File: src/rtl/rea_pkg.sv
// rea_pkg: shared types, constants and the half-step decode table for the
// rotary encoder acceleration decoder. Depends on nothing.
package rea_pkg;

	localparam int COUNT_WIDTH = 16;
	localparam int TIME_W = 32;
	localparam int SPEED_W = 8;
	localparam int ACCEL_W = 7;
	localparam int CODE_W = 6;
	localparam int OUT_W = 16;
	localparam int PADDR_W = 5;
	localparam int PDATA_W = 32;

	localparam logic [CODE_W-1:0] CODE_CCW = 6'h10;
	localparam logic [CODE_W-1:0] CODE_CW = 6'h20;
	localparam logic [ACCEL_W-1:0] ACCEL_MAX = 7'd99;

	localparam int US_PER_MS = 1000;
	// quotients at or past this size already pin the level to a clamp limit
	localparam int Q_LIMIT = 99 + 2 * 255 + 1;
	localparam int Q_W = 10;
	localparam int DIFF_LIMIT = Q_LIMIT * US_PER_MS;
	localparam int MAG_W = 20;
	// floor(x / 1000) == (x * RECIP) >> RECIP_SHIFT for x below 2**MAG_W
	localparam int RECIP_SHIFT = 30;
	localparam int RECIP_W = 21;
	localparam logic [RECIP_W-1:0] RECIP = 21'd1073742;

	localparam logic [TIME_W-1:0] CLICK_MIN_RST = 32'd5000;
	localparam logic [TIME_W-1:0] CLICK_MAX_RST = 32'd1000000;

	typedef enum logic [1:0] {
		CMD_ROT  = 2'd0,
		CMD_SW   = 2'd1,
		CMD_READ = 2'd2,
		CMD_NOP  = 2'd3
	} cmd_t;

	typedef enum logic [2:0] {
		REG_ACCEL_EN  = 3'd0,
		REG_SPEED_DN  = 3'd1,
		REG_SPEED_UP  = 3'd2,
		REG_CLICK_MIN = 3'd3,
		REG_CLICK_MAX = 3'd4
	} reg_idx_t;

	typedef struct packed {
		logic [1:0]        command;
		logic              pin_a;
		logic              pin_b;
		logic              switch_level;
		logic [TIME_W-1:0] time_us;
	} item_t;

	typedef struct packed {
		logic signed [OUT_W-1:0] step_total;
		logic                    clicked;
	} result_t;

	typedef struct packed {
		logic               accel_enable;
		logic [SPEED_W-1:0] speed_down;
		logic [SPEED_W-1:0] speed_up;
		logic [TIME_W-1:0]  click_min_us;
		logic [TIME_W-1:0]  click_max_us;
		logic               accel_clr;
	} cfg_t;

	localparam logic [CODE_W-1:0] QUAD_TBL [6][4] = '{
		'{6'h03, 6'h02, 6'h01, 6'h00},
		'{6'h23, 6'h00, 6'h01, 6'h00},
		'{6'h13, 6'h02, 6'h00, 6'h00},
		'{6'h03, 6'h05, 6'h04, 6'h00},
		'{6'h03, 6'h03, 6'h04, 6'h10},
		'{6'h03, 6'h05, 6'h03, 6'h20}
	};

	function automatic logic [CODE_W-1:0] quad_next(
		input logic [CODE_W-1:0] code,
		input logic [1:0]        pins
	);
		logic [3:0] idx;
		idx = code[3:0];
		if (idx > 4'd5) begin
			idx = 4'd0;
		end
		return QUAD_TBL[idx[2:0]][pins];
	endfunction

endpackage

File: src/rtl/rea_cfg.sv
// rea_cfg: APB register file for the encoder decoder settings.
// Depends on rea_pkg.
module rea_cfg (
	input  logic                          clk,
	input  logic                          arst_n,
	input  logic                          psel,
	input  logic                          penable,
	input  logic                          pwrite,
	input  logic [rea_pkg::PADDR_W-1:0]   paddr,
	input  logic [rea_pkg::PDATA_W-1:0]   pwdata,
	output logic [rea_pkg::PDATA_W-1:0]   prdata,
	output rea_pkg::cfg_t                 cfg
);

	logic                           en_q;
	logic [rea_pkg::SPEED_W-1:0]    speed_dn_q;
	logic [rea_pkg::SPEED_W-1:0]    speed_up_q;
	logic [rea_pkg::TIME_W-1:0]     click_min_q;
	logic [rea_pkg::TIME_W-1:0]     click_max_q;
	logic                           clr_q;
	logic                           wr;
	rea_pkg::reg_idx_t              idx;

	assign wr = psel && penable && pwrite;
	assign idx = rea_pkg::reg_idx_t'(paddr[rea_pkg::PADDR_W-1:2]);

	always_ff @(posedge clk or negedge arst_n) begin
		if (!arst_n) begin
			en_q <= 1'b1;
			speed_dn_q <= '0;
			speed_up_q <= '0;
			click_min_q <= rea_pkg::CLICK_MIN_RST;
			click_max_q <= rea_pkg::CLICK_MAX_RST;
			clr_q <= 1'b0;
		end else begin
			clr_q <= 1'b0;
			if (wr) begin
				case (idx)
					rea_pkg::REG_ACCEL_EN: begin
						// acceleration restarts only on an actual change
						if (pwdata[0] != en_q) begin
							en_q <= pwdata[0];
							clr_q <= 1'b1;
						end
					end
					rea_pkg::REG_SPEED_DN: speed_dn_q <= pwdata[rea_pkg::SPEED_W-1:0];
					rea_pkg::REG_SPEED_UP: speed_up_q <= pwdata[rea_pkg::SPEED_W-1:0];
					rea_pkg::REG_CLICK_MIN: click_min_q <= pwdata;
					rea_pkg::REG_CLICK_MAX: click_max_q <= pwdata;
					default: ;
				endcase
			end
		end
	end

	always_comb begin
		case (idx)
			rea_pkg::REG_ACCEL_EN: prdata = {{(rea_pkg::PDATA_W-1){1'b0}}, en_q};
			rea_pkg::REG_SPEED_DN:
				prdata = {{(rea_pkg::PDATA_W-rea_pkg::SPEED_W){1'b0}}, speed_dn_q};
			rea_pkg::REG_SPEED_UP:
				prdata = {{(rea_pkg::PDATA_W-rea_pkg::SPEED_W){1'b0}}, speed_up_q};
			rea_pkg::REG_CLICK_MIN: prdata = click_min_q;
			rea_pkg::REG_CLICK_MAX: prdata = click_max_q;
			default: prdata = '0;
		endcase
	end

	assign cfg.accel_enable = en_q;
	assign cfg.speed_down = speed_dn_q;
	assign cfg.speed_up = speed_up_q;
	assign cfg.click_min_us = click_min_q;
	assign cfg.click_max_us = click_max_q;
	assign cfg.accel_clr = clr_q;

endmodule

File: src/rtl/rea_rot.sv
// rea_rot: half-step quadrature decode, acceleration update and the saturating
// step count. Depends on rea_pkg.
module rea_rot #(
	parameter int COUNT_WIDTH = rea_pkg::COUNT_WIDTH
) (
	input  logic                              clk,
	input  logic                              arst_n,
	input  rea_pkg::cfg_t                     cfg,
	input  logic                              fire,
	input  rea_pkg::item_t                    item,
	output logic signed [rea_pkg::OUT_W-1:0]  step_total
);

	localparam int EXT_W = (COUNT_WIDTH > rea_pkg::OUT_W) ? COUNT_WIDTH : rea_pkg::OUT_W;

	logic [rea_pkg::CODE_W-1:0]        code_q;
	logic [rea_pkg::ACCEL_W-1:0]       accel_q;
	logic signed [COUNT_WIDTH-1:0]     accum_q;
	logic [rea_pkg::TIME_W-1:0]        last_q;

	logic                              is_rot;
	logic                              is_read;
	logic [rea_pkg::CODE_W-1:0]        code_next;
	logic                              cw;
	logic                              step;
	logic [rea_pkg::TIME_W-1:0]        diff;
	logic [rea_pkg::TIME_W-1:0]        mag;
	logic                              big;
	logic [rea_pkg::MAG_W+rea_pkg::RECIP_W-1:0] prod;
	logic [rea_pkg::Q_W-1:0]           qm;
	logic [rea_pkg::SPEED_W-1:0]       speed;
	logic signed [11:0]                acc_sum;
	logic [rea_pkg::ACCEL_W-1:0]       acc_clamp;
	logic [rea_pkg::ACCEL_W-1:0]       accel_new;
	logic [7:0]                        amt;
	logic signed [COUNT_WIDTH:0]       delta;
	logic signed [COUNT_WIDTH:0]       sum;
	logic signed [COUNT_WIDTH-1:0]     accum_new;
	logic signed [EXT_W-1:0]           accum_ext;

	assign is_rot = fire && (item.command == rea_pkg::CMD_ROT);
	assign is_read = fire && (item.command == rea_pkg::CMD_READ);

	assign code_next = rea_pkg::quad_next(code_q, {item.pin_b, item.pin_a});
	assign cw = (code_next == rea_pkg::CODE_CW);
	assign step = cw || (code_next == rea_pkg::CODE_CCW);

	// elapsed time in whole ms, truncated toward zero, magnitude clamped
	assign diff = item.time_us - last_q;
	assign mag = diff[rea_pkg::TIME_W-1] ? (~diff + 32'd1) : diff;
	assign big = (mag >= rea_pkg::TIME_W'(rea_pkg::DIFF_LIMIT));
	assign prod = mag[rea_pkg::MAG_W-1:0] * rea_pkg::RECIP;
	assign qm = big ? rea_pkg::Q_W'(rea_pkg::Q_LIMIT) : prod[rea_pkg::RECIP_SHIFT +: rea_pkg::Q_W];
	assign speed = cw ? cfg.speed_up : cfg.speed_down;

	always_comb begin
		acc_sum = 12'(accel_q) + 12'({speed, 1'b0})
			+ (diff[rea_pkg::TIME_W-1] ? 12'(qm) : -12'(qm));
		if (acc_sum[11]) begin
			acc_clamp = '0;
		end else if (acc_sum > 12'sd99) begin
			acc_clamp = rea_pkg::ACCEL_MAX;
		end else begin
			acc_clamp = acc_sum[rea_pkg::ACCEL_W-1:0];
		end
	end

	assign accel_new = cfg.accel_enable ? acc_clamp : '0;
	assign amt = {1'b0, accel_new} + 8'd1;
	assign delta = cw ? $signed({{(COUNT_WIDTH-7){1'b0}}, amt})
		: -$signed({{(COUNT_WIDTH-7){1'b0}}, amt});
	assign sum = {accum_q[COUNT_WIDTH-1], accum_q} + delta;

	// saturate at the signed count range
	always_comb begin
		if (sum[COUNT_WIDTH] != sum[COUNT_WIDTH-1]) begin
			accum_new = sum[COUNT_WIDTH] ? {1'b1, {(COUNT_WIDTH-1){1'b0}}}
				: {1'b0, {(COUNT_WIDTH-1){1'b1}}};
		end else begin
			accum_new = sum[COUNT_WIDTH-1:0];
		end
	end

	always_ff @(posedge clk or negedge arst_n) begin
		if (!arst_n) begin
			code_q <= '0;
			accel_q <= '0;
			accum_q <= '0;
			last_q <= '0;
		end else begin
			if (is_rot) begin
				code_q <= code_next;
				if (step) begin
					accel_q <= accel_new;
					accum_q <= accum_new;
					last_q <= item.time_us;
				end
			end else if (is_read) begin
				accum_q <= '0;
			end
			if (cfg.accel_clr) begin
				accel_q <= '0;
			end
		end
	end

	assign accum_ext = EXT_W'(accum_q);
	assign step_total = accum_ext[rea_pkg::OUT_W-1:0];

	a_accel_range: assert property (@(posedge clk) disable iff (!arst_n)
		accel_q <= rea_pkg::ACCEL_MAX)
		else $error("acceleration level above limit");

	a_read_clears: assert property (@(posedge clk) disable iff (!arst_n)
		is_read |=> (accum_q == '0))
		else $error("step count not cleared by read");

	a_disabled_no_accel: assert property (@(posedge clk) disable iff (!arst_n)
		(is_rot && step && !cfg.accel_enable) |=> (accel_q == '0))
		else $error("acceleration left set while disabled");

endmodule

File: src/rtl/rea_click.sv
// rea_click: push switch press timing and click flag.
// Depends on rea_pkg.
module rea_click (
	input  logic           clk,
	input  logic           arst_n,
	input  rea_pkg::cfg_t  cfg,
	input  logic           fire,
	input  rea_pkg::item_t item,
	output logic           click_pending
);

	logic [rea_pkg::TIME_W-1:0] press_q;
	logic                       pend_q;
	logic [rea_pkg::TIME_W-1:0] dur;
	logic                       hit;

	// a negative duration never qualifies
	assign dur = item.time_us - press_q;
	assign hit = !dur[rea_pkg::TIME_W-1] && (dur > cfg.click_min_us)
		&& (dur < cfg.click_max_us);

	always_ff @(posedge clk or negedge arst_n) begin
		if (!arst_n) begin
			press_q <= '0;
			pend_q <= 1'b0;
		end else if (fire) begin
			if (item.command == rea_pkg::CMD_SW) begin
				if (!item.switch_level) begin
					press_q <= item.time_us;
				end else if ((press_q != '0) && hit) begin
					pend_q <= 1'b1;
				end
			end else if (item.command == rea_pkg::CMD_READ) begin
				pend_q <= 1'b0;
			end
		end
	end

	assign click_pending = pend_q;

endmodule

File: src/rtl/rotary_encoder_accel_decoder_top.sv
// Rotary encoder decoder with step acceleration and switch click detection.
// Takes one event item per cycle: an input register holds the item,
// combinational logic (a single 20x21 multiply for the ms conversion) updates
// state and a result register holds the read-out. Accepts a new item every
// clock; only a read command that meets a stalled, still full result register
// holds the input stage. A read result is loaded into the result register
// when the read fires. Depends on rea_pkg, rea_cfg, rea_rot and rea_click.
module rotary_encoder_accel_decoder_top #(
	parameter int COUNT_WIDTH = rea_pkg::COUNT_WIDTH
) (
	input  logic                         clk,
	input  logic                         arst_n,
	input  logic                         item_valid,
	output logic                         item_stall,
	input  rea_pkg::item_t               item,
	output logic                         result_valid,
	input  logic                         result_stall,
	output rea_pkg::result_t             result,
	input  logic                         psel,
	input  logic                         penable,
	input  logic                         pwrite,
	input  logic [rea_pkg::PADDR_W-1:0]  paddr,
	input  logic [rea_pkg::PDATA_W-1:0]  pwdata,
	output logic [rea_pkg::PDATA_W-1:0]  prdata,
	output logic                         pready
);

	rea_pkg::cfg_t                     cfg;
	rea_pkg::item_t                    item_s1;
	logic                              valid_s1;
	logic                              read_s1;
	logic                              block_s1;
	logic                              fire_s1;
	logic                              res_valid_q;
	rea_pkg::result_t                  res_q;
	logic signed [rea_pkg::OUT_W-1:0]  step_total;
	logic                              click_pending;

	assign pready = 1'b1;

	rea_cfg u_cfg (
		.clk     (clk),
		.arst_n  (arst_n),
		.psel    (psel),
		.penable (penable),
		.pwrite  (pwrite),
		.paddr   (paddr),
		.pwdata  (pwdata),
		.prdata  (prdata),
		.cfg     (cfg)
	);

	assign read_s1 = (item_s1.command == rea_pkg::CMD_READ);
	assign block_s1 = read_s1 && res_valid_q && result_stall;
	assign fire_s1 = valid_s1 && !block_s1;
	assign item_stall = valid_s1 && block_s1;

	always_ff @(posedge clk or negedge arst_n) begin
		if (!arst_n) begin
			valid_s1 <= 1'b0;
		end else if (item_valid && !item_stall) begin
			valid_s1 <= 1'b1;
		end else if (fire_s1) begin
			valid_s1 <= 1'b0;
		end
	end

	always_ff @(posedge clk) begin
		if (item_valid && !item_stall) begin
			item_s1 <= item;
		end
	end

	rea_rot #(
		.COUNT_WIDTH (COUNT_WIDTH)
	) u_rot (
		.clk        (clk),
		.arst_n     (arst_n),
		.cfg        (cfg),
		.fire       (fire_s1),
		.item       (item_s1),
		.step_total (step_total)
	);

	rea_click u_click (
		.clk           (clk),
		.arst_n        (arst_n),
		.cfg           (cfg),
		.fire          (fire_s1),
		.item          (item_s1),
		.click_pending (click_pending)
	);

	// result register, refilled in the same cycle its transfer completes
	always_ff @(posedge clk or negedge arst_n) begin
		if (!arst_n) begin
			res_valid_q <= 1'b0;
		end else if (fire_s1 && read_s1) begin
			res_valid_q <= 1'b1;
		end else if (!result_stall) begin
			res_valid_q <= 1'b0;
		end
	end

	always_ff @(posedge clk) begin
		if (fire_s1 && read_s1) begin
			res_q.step_total <= step_total;
			res_q.clicked <= click_pending;
		end
	end

	assign result_valid = res_valid_q;
	assign result = res_q;

	a_stall_cause: assert property (@(posedge clk) disable iff (!arst_n)
		item_stall |-> (valid_s1 && read_s1 && res_valid_q))
		else $error("input stalled without a pending read");

	a_read_result: assert property (@(posedge clk) disable iff (!arst_n)
		(fire_s1 && read_s1) |=> (res_valid_q && !res_q.clicked == !$past(click_pending)))
		else $error("read did not load the result register");

	a_click_cleared: assert property (@(posedge clk) disable iff (!arst_n)
		(fire_s1 && read_s1) |=> !click_pending)
		else $error("click flag not cleared by read");

endmodule
File: config.mk
export PLATFORM = sky130hd
export DESIGN_NAME = rotary_encoder_accel_decoder_top
export DESIGN_NICKNAME = d
export VERILOG_FILES = /design/src/rtl/rea_pkg.sv /design/src/rtl/rea_cfg.sv /design/src/rtl/rea_rot.sv /design/src/rtl/rea_click.sv /design/src/rtl/rotary_encoder_accel_decoder_top.sv
export SDC_FILE = /design/constraint.sdc
export NUM_CORES = 1
export LEC_CHECK = 0
export BUFFER_PORTS_ARGS = -buffer_cell sky130_fd_sc_hd__buf_4
export CORE_UTILIZATION = 60
export CTS_CLUSTER_SIZE = 10
export DETAILED_ROUTE_END_ITERATION = 7
export GPL_ROUTABILITY_DRIVEN = 0
export PLACE_DENSITY_LB_ADDON = 0.2
export SYNTH_ARGS = -nofsm -noshare
export SYNTH_HDL_FRONTEND = slang
export SYNTH_SLANG_ARGS = --single-unit
File: constraint.sdc
create_clock -name clk -period 18.43 [get_ports clk]
set_input_delay 4.6075 -clock clk [delete_from_list [all_inputs] [get_ports clk]]
set_output_delay 4.6075 -clock clk [all_outputs]
set_load 0.005 [all_outputs]
==> reports/qor.csv, run 1 <==
stage,metric,value,unit
detailed_routing,uppermost routed layer,met4,
clock_network,H-tree depth reported by CTS,1,
die,num ports,133,
detailed_routing,Antenna Violating Nets Remaining,0,
timing,max_slew headroom,0.2208,
synthesis,number of distinct standard cells referenced by the synthesized netlist,97,
setup_path,r2r worst-path depth,72,
setup_path,reg-to-reg startpoint,item_s1[8],
synthesis,number of synthesized flops with an enable pin,54,
setup_path,worst reg-to-reg setup slack,0.99,ns
timing,number of hold violations in the final report,0,
timing,transition time of the tightest slew-check pin,1.166,ns
synthesis,sequential fraction of the synthesis area,0.2674,
synthesis,simple-gate share of the synthesized area,0.1455,
finish,Final Util,0.6740,
detailed_routing,final routed wire length divided by cell count,17.77,µm
die,Die H,195.6,µm
synthesis,adder-cell share of the synthesized area,0.2702,
setup_path,crit end category,register,
global_route,via count of the first global-routing pass,18350,
synthesis,library cell occupying the most area in the post-synthesis netlist,ha_1,
setup_path,buffers and inverters on the worst path,7,
timing,Final min period,17.44,ns
place,count of buffers inserted at the top-level ports,129,
timing,worst clock skew,0.03315,ns
setup_path,highest-delay cell along the critical path,o211ai_2,
setup_path,Setup Crit Path Kind,register to register,
timing,maximum operating frequency,57.35,MHz
synthesis,compound-gate portion of the synthesized area,0.1752,
synthesis,most frequent cells after synthesis,"inv_1 (352), ha_1 (341), nand2_1 (261)",
setup_path,startpoint type of the worst setup path,register,
worst_hold_path,Tightest Hold Check Type,register to register,
setup_path,timing endpoint of the critical path,u_rot.step_total[0],
place,post-DP HPWL,44230,µm
finish,Synth-to-Final Area Change,10.20,%
status,outcome,"finished, final reports clean",
clock_network,CTS hold repair buffers,0,
timing,post-route clock period utilization,0.9461,
clock_network,Num CTS Buffers,28,
timing,RSZ-0062 raised after global routing,false,
synthesis,post-synthesis cell area,22500,µm²
finish,share of final-layout standard cells stronger than drive strength 1,0.1126,
detailed_routing,length of routed met3 wiring,2819,µm
clock_network,clock latency on the worst-skew pair,0.58,ns
synthesis,largest family of logic cells by synthesized area,adder cells,
timing,total setup violations reported at the end of the flow,0,
global_route,global-route wire length before repair,91280,µm
die,Initial Util,0.6116,
setup_path,Top Family by Delay on Critical Path,compound AO/OA/AOI/OAI gates,
die,Core ar.,36790,µm²
setup_path,critical path data required time,18.89,ns
synthesis,share of synthesized area spent on multiplexers,0.01902,
synthesis,Area contributors post-synth,"ha_1 (19%), dfrtp_1 (18%), fa_1 (8.0%), edfxtp_1 (7.2%), inv_1 (5.9%)",
clock_network,"Reg clk slew, reported paths",0.06,ns
synthesis,flip-flop and latch count after synthesis,229,
synthesis,synthesized area per cell,8.872,µm²
global_route,overall global routing resource usage,0.2952,
die,die width,195.6,µm
setup_path,path length in cells of the critical path,72,
synthesis,Synth top area share,0.1896,
global_route,maximum number of pins on one net before global-route repair,76,
setup_path,largest incremental delay on the critical path,0.58,ns
detailed_routing,Routed WL,55830,µm
detailed_routing,routed via count divided by cell count,5.967,
clock_network,Sinks on Clock Net,229,
setup_path,data arrival at the endpoint of the critical path,17.89,ns
detailed_routing,count of unresolved DRC violations after routing,0,
setup_path,terminus of the critical flop-to-flop path,u_rot.step_total[0],
detailed_routing,violation count after the first detailed-route iteration,1343,
timing,total negative setup slack,0,ns
detailed_routing,number of optimization iterations in the first detailed-route pass,8,
synthesis,"FFs w/ async S/R, synth",0.7642,
synthesis,"Top FF cell, synth",dfrtp_1,
synthesis,post-synthesis cell count,2536,
setup_path,Worst Setup SP,item_s1[8],
synthesis,Synth Warn #,0,
job,max cap viols,0,
die,area of the die,38280,µm²
clock_network,CTS tree,done,
clock_network,number of buffers on the longest clock path,3,
detailed_routing,Via Count,18750,
synthesis,library cell with the highest instance count after synthesis,inv_1,
detailed_routing,amount of wire on met2 after detailed routing,27180,µm
global_route,antenna violations before repair,0,
detailed_routing,Met1 Wirelength,24260,µm
global_route,GRT Residual Overflow,0,
finish,nets@finish,3164,
timing,max-slew violations,0,
setup_path,maximum fanout count along the critical path,16,
clock_network,clock root buffer,clkbuf_16,
finish,antenna cells,0,
die,Rows,70,
synthesis,synthesized-area fraction occupied by xor and xnor cells,0.04660,
## worst reg2reg max path, delay by kind of cell, from the launching register on
| kind | cells | cell delay, ns |
|---|---|---|
| buf+inv | 7 | 1.15 |
| xor+xnor | 1 | 0.22 |
| fa+ha+maj | 13 | 4.85 |
| flops | 1 | 0.46 |
| mux | 2 | 0.75 |
| simple gates | 20 | 2.91 |
| compound gates | 29 | 7.00 |
## worst min-delay path by stage
stage | startpoint | endpoint | slack (ns) | cells after the start
CTS | u_rot.step_total[4] | result[5] | 0.49 | 0
floorplan | u_click.click_pending | result[0] | 0.42 | 0
finish | u_rot.step_total[4] | result[5] | 0.50 | 0
global placement | u_rot.last_q[0] | u_rot.last_q[0] | 0.47 | 2
global route | u_rot.step_total[10] | result[11] | 0.52 | 0
detailed placement | u_rot.step_total[4] | result[5] | 0.48 | 0
## placed cells by master (no fill, tap or decap), types with 9 or more instances in the layout
cell / instances
a211oi_1: 14
a21o_1: 40
a21oi_1: 121
a221o_1: 11
a22oi_1: 11
a31oi_1: 20
and2_1: 19
and3_1: 14
buf_4: 159
clkbuf_1: 20
clkbuf_16: 28
dfrtp_1: 162
dfstp_2: 13
edfxtp_1: 54
fa_1: 90
ha_1: 341
inv_1: 352
mux2_2: 30
mux2i_1: 9
nand2_1: 261
nand2b_1: 18
nand3_1: 52
nand4_1: 35
nor2_1: 99
nor2b_1: 26
nor3_1: 43
nor4_1: 14
o211ai_1: 22
o21a_1: 26
o21ai_0: 235
o21bai_1: 20
o22ai_1: 11
or2_2: 14
or3_1: 15
xnor2_1: 75
xor2_1: 40
## cells by family after synthesis
| kind of cell | count (synthesis) |
|---|---|
| flip-flops | 229 |
| adder cells (fa/ha/maj) | 432 |
| XOR/XNOR | 118 |
| buffers and inverters | 427 |
| multiplexers | 39 |
| AND/OR/NAND/NOR | 667 |
| AO/OA/AOI/OAI | 623 |
| other | 1 |
## final cells by class
class / instances / area [µm²]
multi-input combinational: 1881 / 14830
inverter: 352 / 1321
clock inverter: 3 / 42.54
sequential: 229 / 6017
tap: 468 / 585.6
timing repair buffer: 160 / 1205
clock buffer: 49 / 789.5
fill: 2918 / 11990
## routing by layer
metal  vias to the layer above  GRT usage
met1                      8995     0.3860
met2                       595     0.5122
li1                       9062          -
met4                         0    0.09099
met5                         -          0
met3                        97    0.03351
## flip-flops by register name, indices dropped and copies added (netlist names)
signal                 count
u_cfg.en_q                 1
u_cfg.speed_up_q           8
u_rot.last_q              32
u_rot.code_q               3
u_rot.step_total          16
u_cfg.clr_q                1
result_valid               1
u_cfg.speed_dn_q           8
u_click.press_q           32
u_rot.accel_q              7
result                    17
valid_s1                   1
u_cfg.click_max_q         32
u_cfg.click_min_q         32
u_click.click_pending      1
item_s1                   37
## metrics by stage
| step | hold slack (ns) | setup WS, ns | instances | cell area [µm²] |
|---|---|---|---|---|
| finish | 0.4968 | 0.9927 | 3142 | 24800 |
| global route | 0.5178 | 0.06860 | 3142 | 24800 |
| CTS | 0.4938 | 1.014 | 3142 | 24780 |
| detailed placement | 0.4829 | 1.039 | 3090 | 23940 |
| global placement | 0.4716 | 1.463 | 3090 | 23940 |
| floorplan | 0.4248 | 2.696 | 2537 | 22500 |
## timing repair
action | in CTS | in global routing
buffers inserted | 0 | 0
gates resized for setup | 0 | 3
setup endpoints to repair | 0 | 9
Power of run 1 is not shown: default switching activity piles up to over one toggle a cycle in this logic, so the estimate is an artifact.
==> run 2, diff against run 1 <==
==> constraint.sdc (replaced) <==
create_clock -name clk -period 18.43 [get_ports clk]
set_input_delay 1.843 -clock clk [delete_from_list [all_inputs] [get_ports clk]]
set_output_delay 1.843 -clock clk [all_outputs]
set_load 0.005 [all_outputs]
==> run 2 against run 1 <==
Clock skew up 0.0074 ns; utilization up 0.099 points; non-clock buffer count up 2; routed wire length up 1.5%; critical path depth up 4; fmax up 1.8%; sequential share of layout area about the same; design area up 0.15%; global-route usage up 0.50 points; via count up 0.29%; register-to-register slack better by 0.32 ns; final cell count about the same; highest routed layer unchanged.
==> reports/qor.csv, run 2 (same netlist as run 1, synthesis figures left out) <==
stage,metric,value,unit
status,outcome,"finished, final reports clean",
clock_network,Sinks on Clock Net,229,
finish,Top reg by flops,item_s1,
clock_network,H-tree depth reported by CTS,1,
setup_path,terminus of the critical flop-to-flop path,u_rot.step_total[0],
die,Rows,70,
global_route,global-route wire length before repair,92810,µm
global_route,GRT Residual Overflow,0,
timing,transition time of the tightest slew-check pin,1.183,ns
timing,max_slew headroom,0.2059,
global_route,overall global routing resource usage,0.3002,
timing,RSZ-0062 raised after global routing,false,
finish,number of flip-flops under the largest register name,37,
setup_path,Top Family by Delay on Critical Path,compound AO/OA/AOI/OAI gates,
detailed_routing,Antenna Violating Nets Remaining,0,
finish,"commonest non-fill, non-tap cells in the layout","inv_1 (352), ha_1 (341), nand2_1 (261)",
setup_path,reg-to-reg startpoint,item_s1[0],
setup_path,path length in cells of the critical path,76,
worst_hold_path,Tightest Hold Check Type,register to register,
setup_path,crit end category,register,
detailed_routing,violation count after the first detailed-route iteration,1240,
die,Initial Util,0.6116,
clock_network,clock root buffer,clkbuf_16,
finish,nets@finish,3166,
setup_path,Worst Setup SP,item_s1[0],
detailed_routing,Routed WL,56680,µm
timing,number of hold violations in the final report,0,
die,Die H,195.6,µm
detailed_routing,final routed wire length divided by cell count,18.03,µm
job,max cap viols,0,
clock_network,CTS tree,done,
global_route,GR met1 Demand/Resource,0.3947,
setup_path,data arrival at the endpoint of the critical path,17.58,ns
timing,max-slew violations,0,
setup_path,critical path data required time,18.89,ns
setup_path,timing endpoint of the critical path,u_rot.step_total[0],
setup_path,maximum fanout count along the critical path,14,
setup_path,buffers and inverters on the worst path,10,
setup_path,Setup Crit Path Kind,register to register,
clock_network,"Reg clk slew, reported paths",0.06,ns
timing,worst clock skew,0.04057,ns
detailed_routing,number of optimization iterations in the first detailed-route pass,5,
setup_path,worst reg-to-reg setup slack,1.31,ns
clock_network,CTS hold repair buffers,0,
global_route,via count of the first global-routing pass,18550,
die,num ports,133,
detailed_routing,Via Count,18800,
timing,Final min period,17.12,ns
finish,share of final-layout standard cells stronger than drive strength 1,0.1143,
global_route,antenna violations before repair,0,
detailed_routing,routed via count divided by cell count,5.981,
die,Core ar.,36790,µm²
clock_network,clock latency on the worst-skew pair,0.58,ns
place,count of buffers inserted at the top-level ports,129,
setup_path,largest incremental delay on the critical path,0.56,ns
finish,antenna cells,0,
global_route,GRT Max-Usage Layer,met2,
setup_path,startpoint type of the worst setup path,register,
timing,post-route clock period utilization,0.9290,
detailed_routing,count of unresolved DRC violations after routing,0,
global_route,maximum number of pins on one net before global-route repair,74,
die,die width,195.6,µm
setup_path,highest-delay cell along the critical path,fa_1,
global_route,M3 GR Usage,0.03558,
timing,total setup violations reported at the end of the flow,0,
timing,maximum operating frequency,58.41,MHz
die,area of the die,38280,µm²
finish,Synth-to-Final Area Change,10.37,%
place,post-DP HPWL,44700,µm
setup_path,r2r worst-path depth,76,
finish,"leading cell type in the layout, fill and taps excluded",inv_1,
clock_network,number of buffers on the longest clock path,3,
finish,filler cell count,2969,
timing,total negative setup slack,0,ns
global_route,met2 GRT Util,0.5152,
clock_network,Num CTS Buffers,28,
## run 2: repair_timing
action / in CTS / in global routing
buffers inserted: 0 / 0
resized for setup: 0 / 5
endpoints found under the setup margin: 0 / 15
## run 2: layout make-up
type,count,area (µm²),area share
sequential,229,6017,0.2423
clock buffer,49,819.5,0.03300
clock inverter,3,45.04,0.001814
timing repair buffer,162,1220,0.04913
multi-input combinational,1881,14820,0.5969
tap,468,585.6,0.02358
inverter,352,1321,0.05321
## run 2: metrics by stage
stage | instance area [µm²] | worst slack, ns | util | std cells | hold slack, ns
4_1_cts | 24820 | 0.9914 | 0.6748 | 3144 | 0.4895
3_3_place_gp | 23960 | 1.415 | 0.6513 | 3092 | 0.4714
6_report | 24830 | 1.309 | 0.6750 | 3144 | 0.4857
2_1_floorplan | 22500 | 2.696 | - | 2537 | 0.4248
5_1_grt | 24830 | 0.1260 | 0.6750 | 3144 | 0.5136
3_5_place_dp | 23960 | 1.041 | 0.6513 | 3092 | 0.4783
## run 2: worst min path at each step
stage	start	end	slack (ns)	depth (start not counted)
2_1_floorplan	u_click.click_pending	result[0]	0.42	0
3_3_place_gp	u_rot.last_q[0]	u_rot.last_q[0]	0.47	2
3_5_place_dp	u_rot.step_total[3]	result[4]	0.48	0
4_1_cts	u_rot.step_total[3]	result[4]	0.49	0
5_1_grt	u_rot.step_total[8]	result[9]	0.51	0
6_report	u_rot.step_total[3]	result[4]	0.49	0
## run 2: routing by layer
| layer | share of wire | up-vias | routed length [µm] |
|---|---|---|---|
| met5 | 0 | - | 0 |
| met4 | 0.031 | 0 | 1766 |
| met3 | 0.056 | 115 | 3195 |
| met2 | 0.48 | 609 | 27200 |
| met1 | 0.43 | 9017 | 24520 |
| li1 | - | 9062 | - |
Power of run 2 is left out for the same reason.
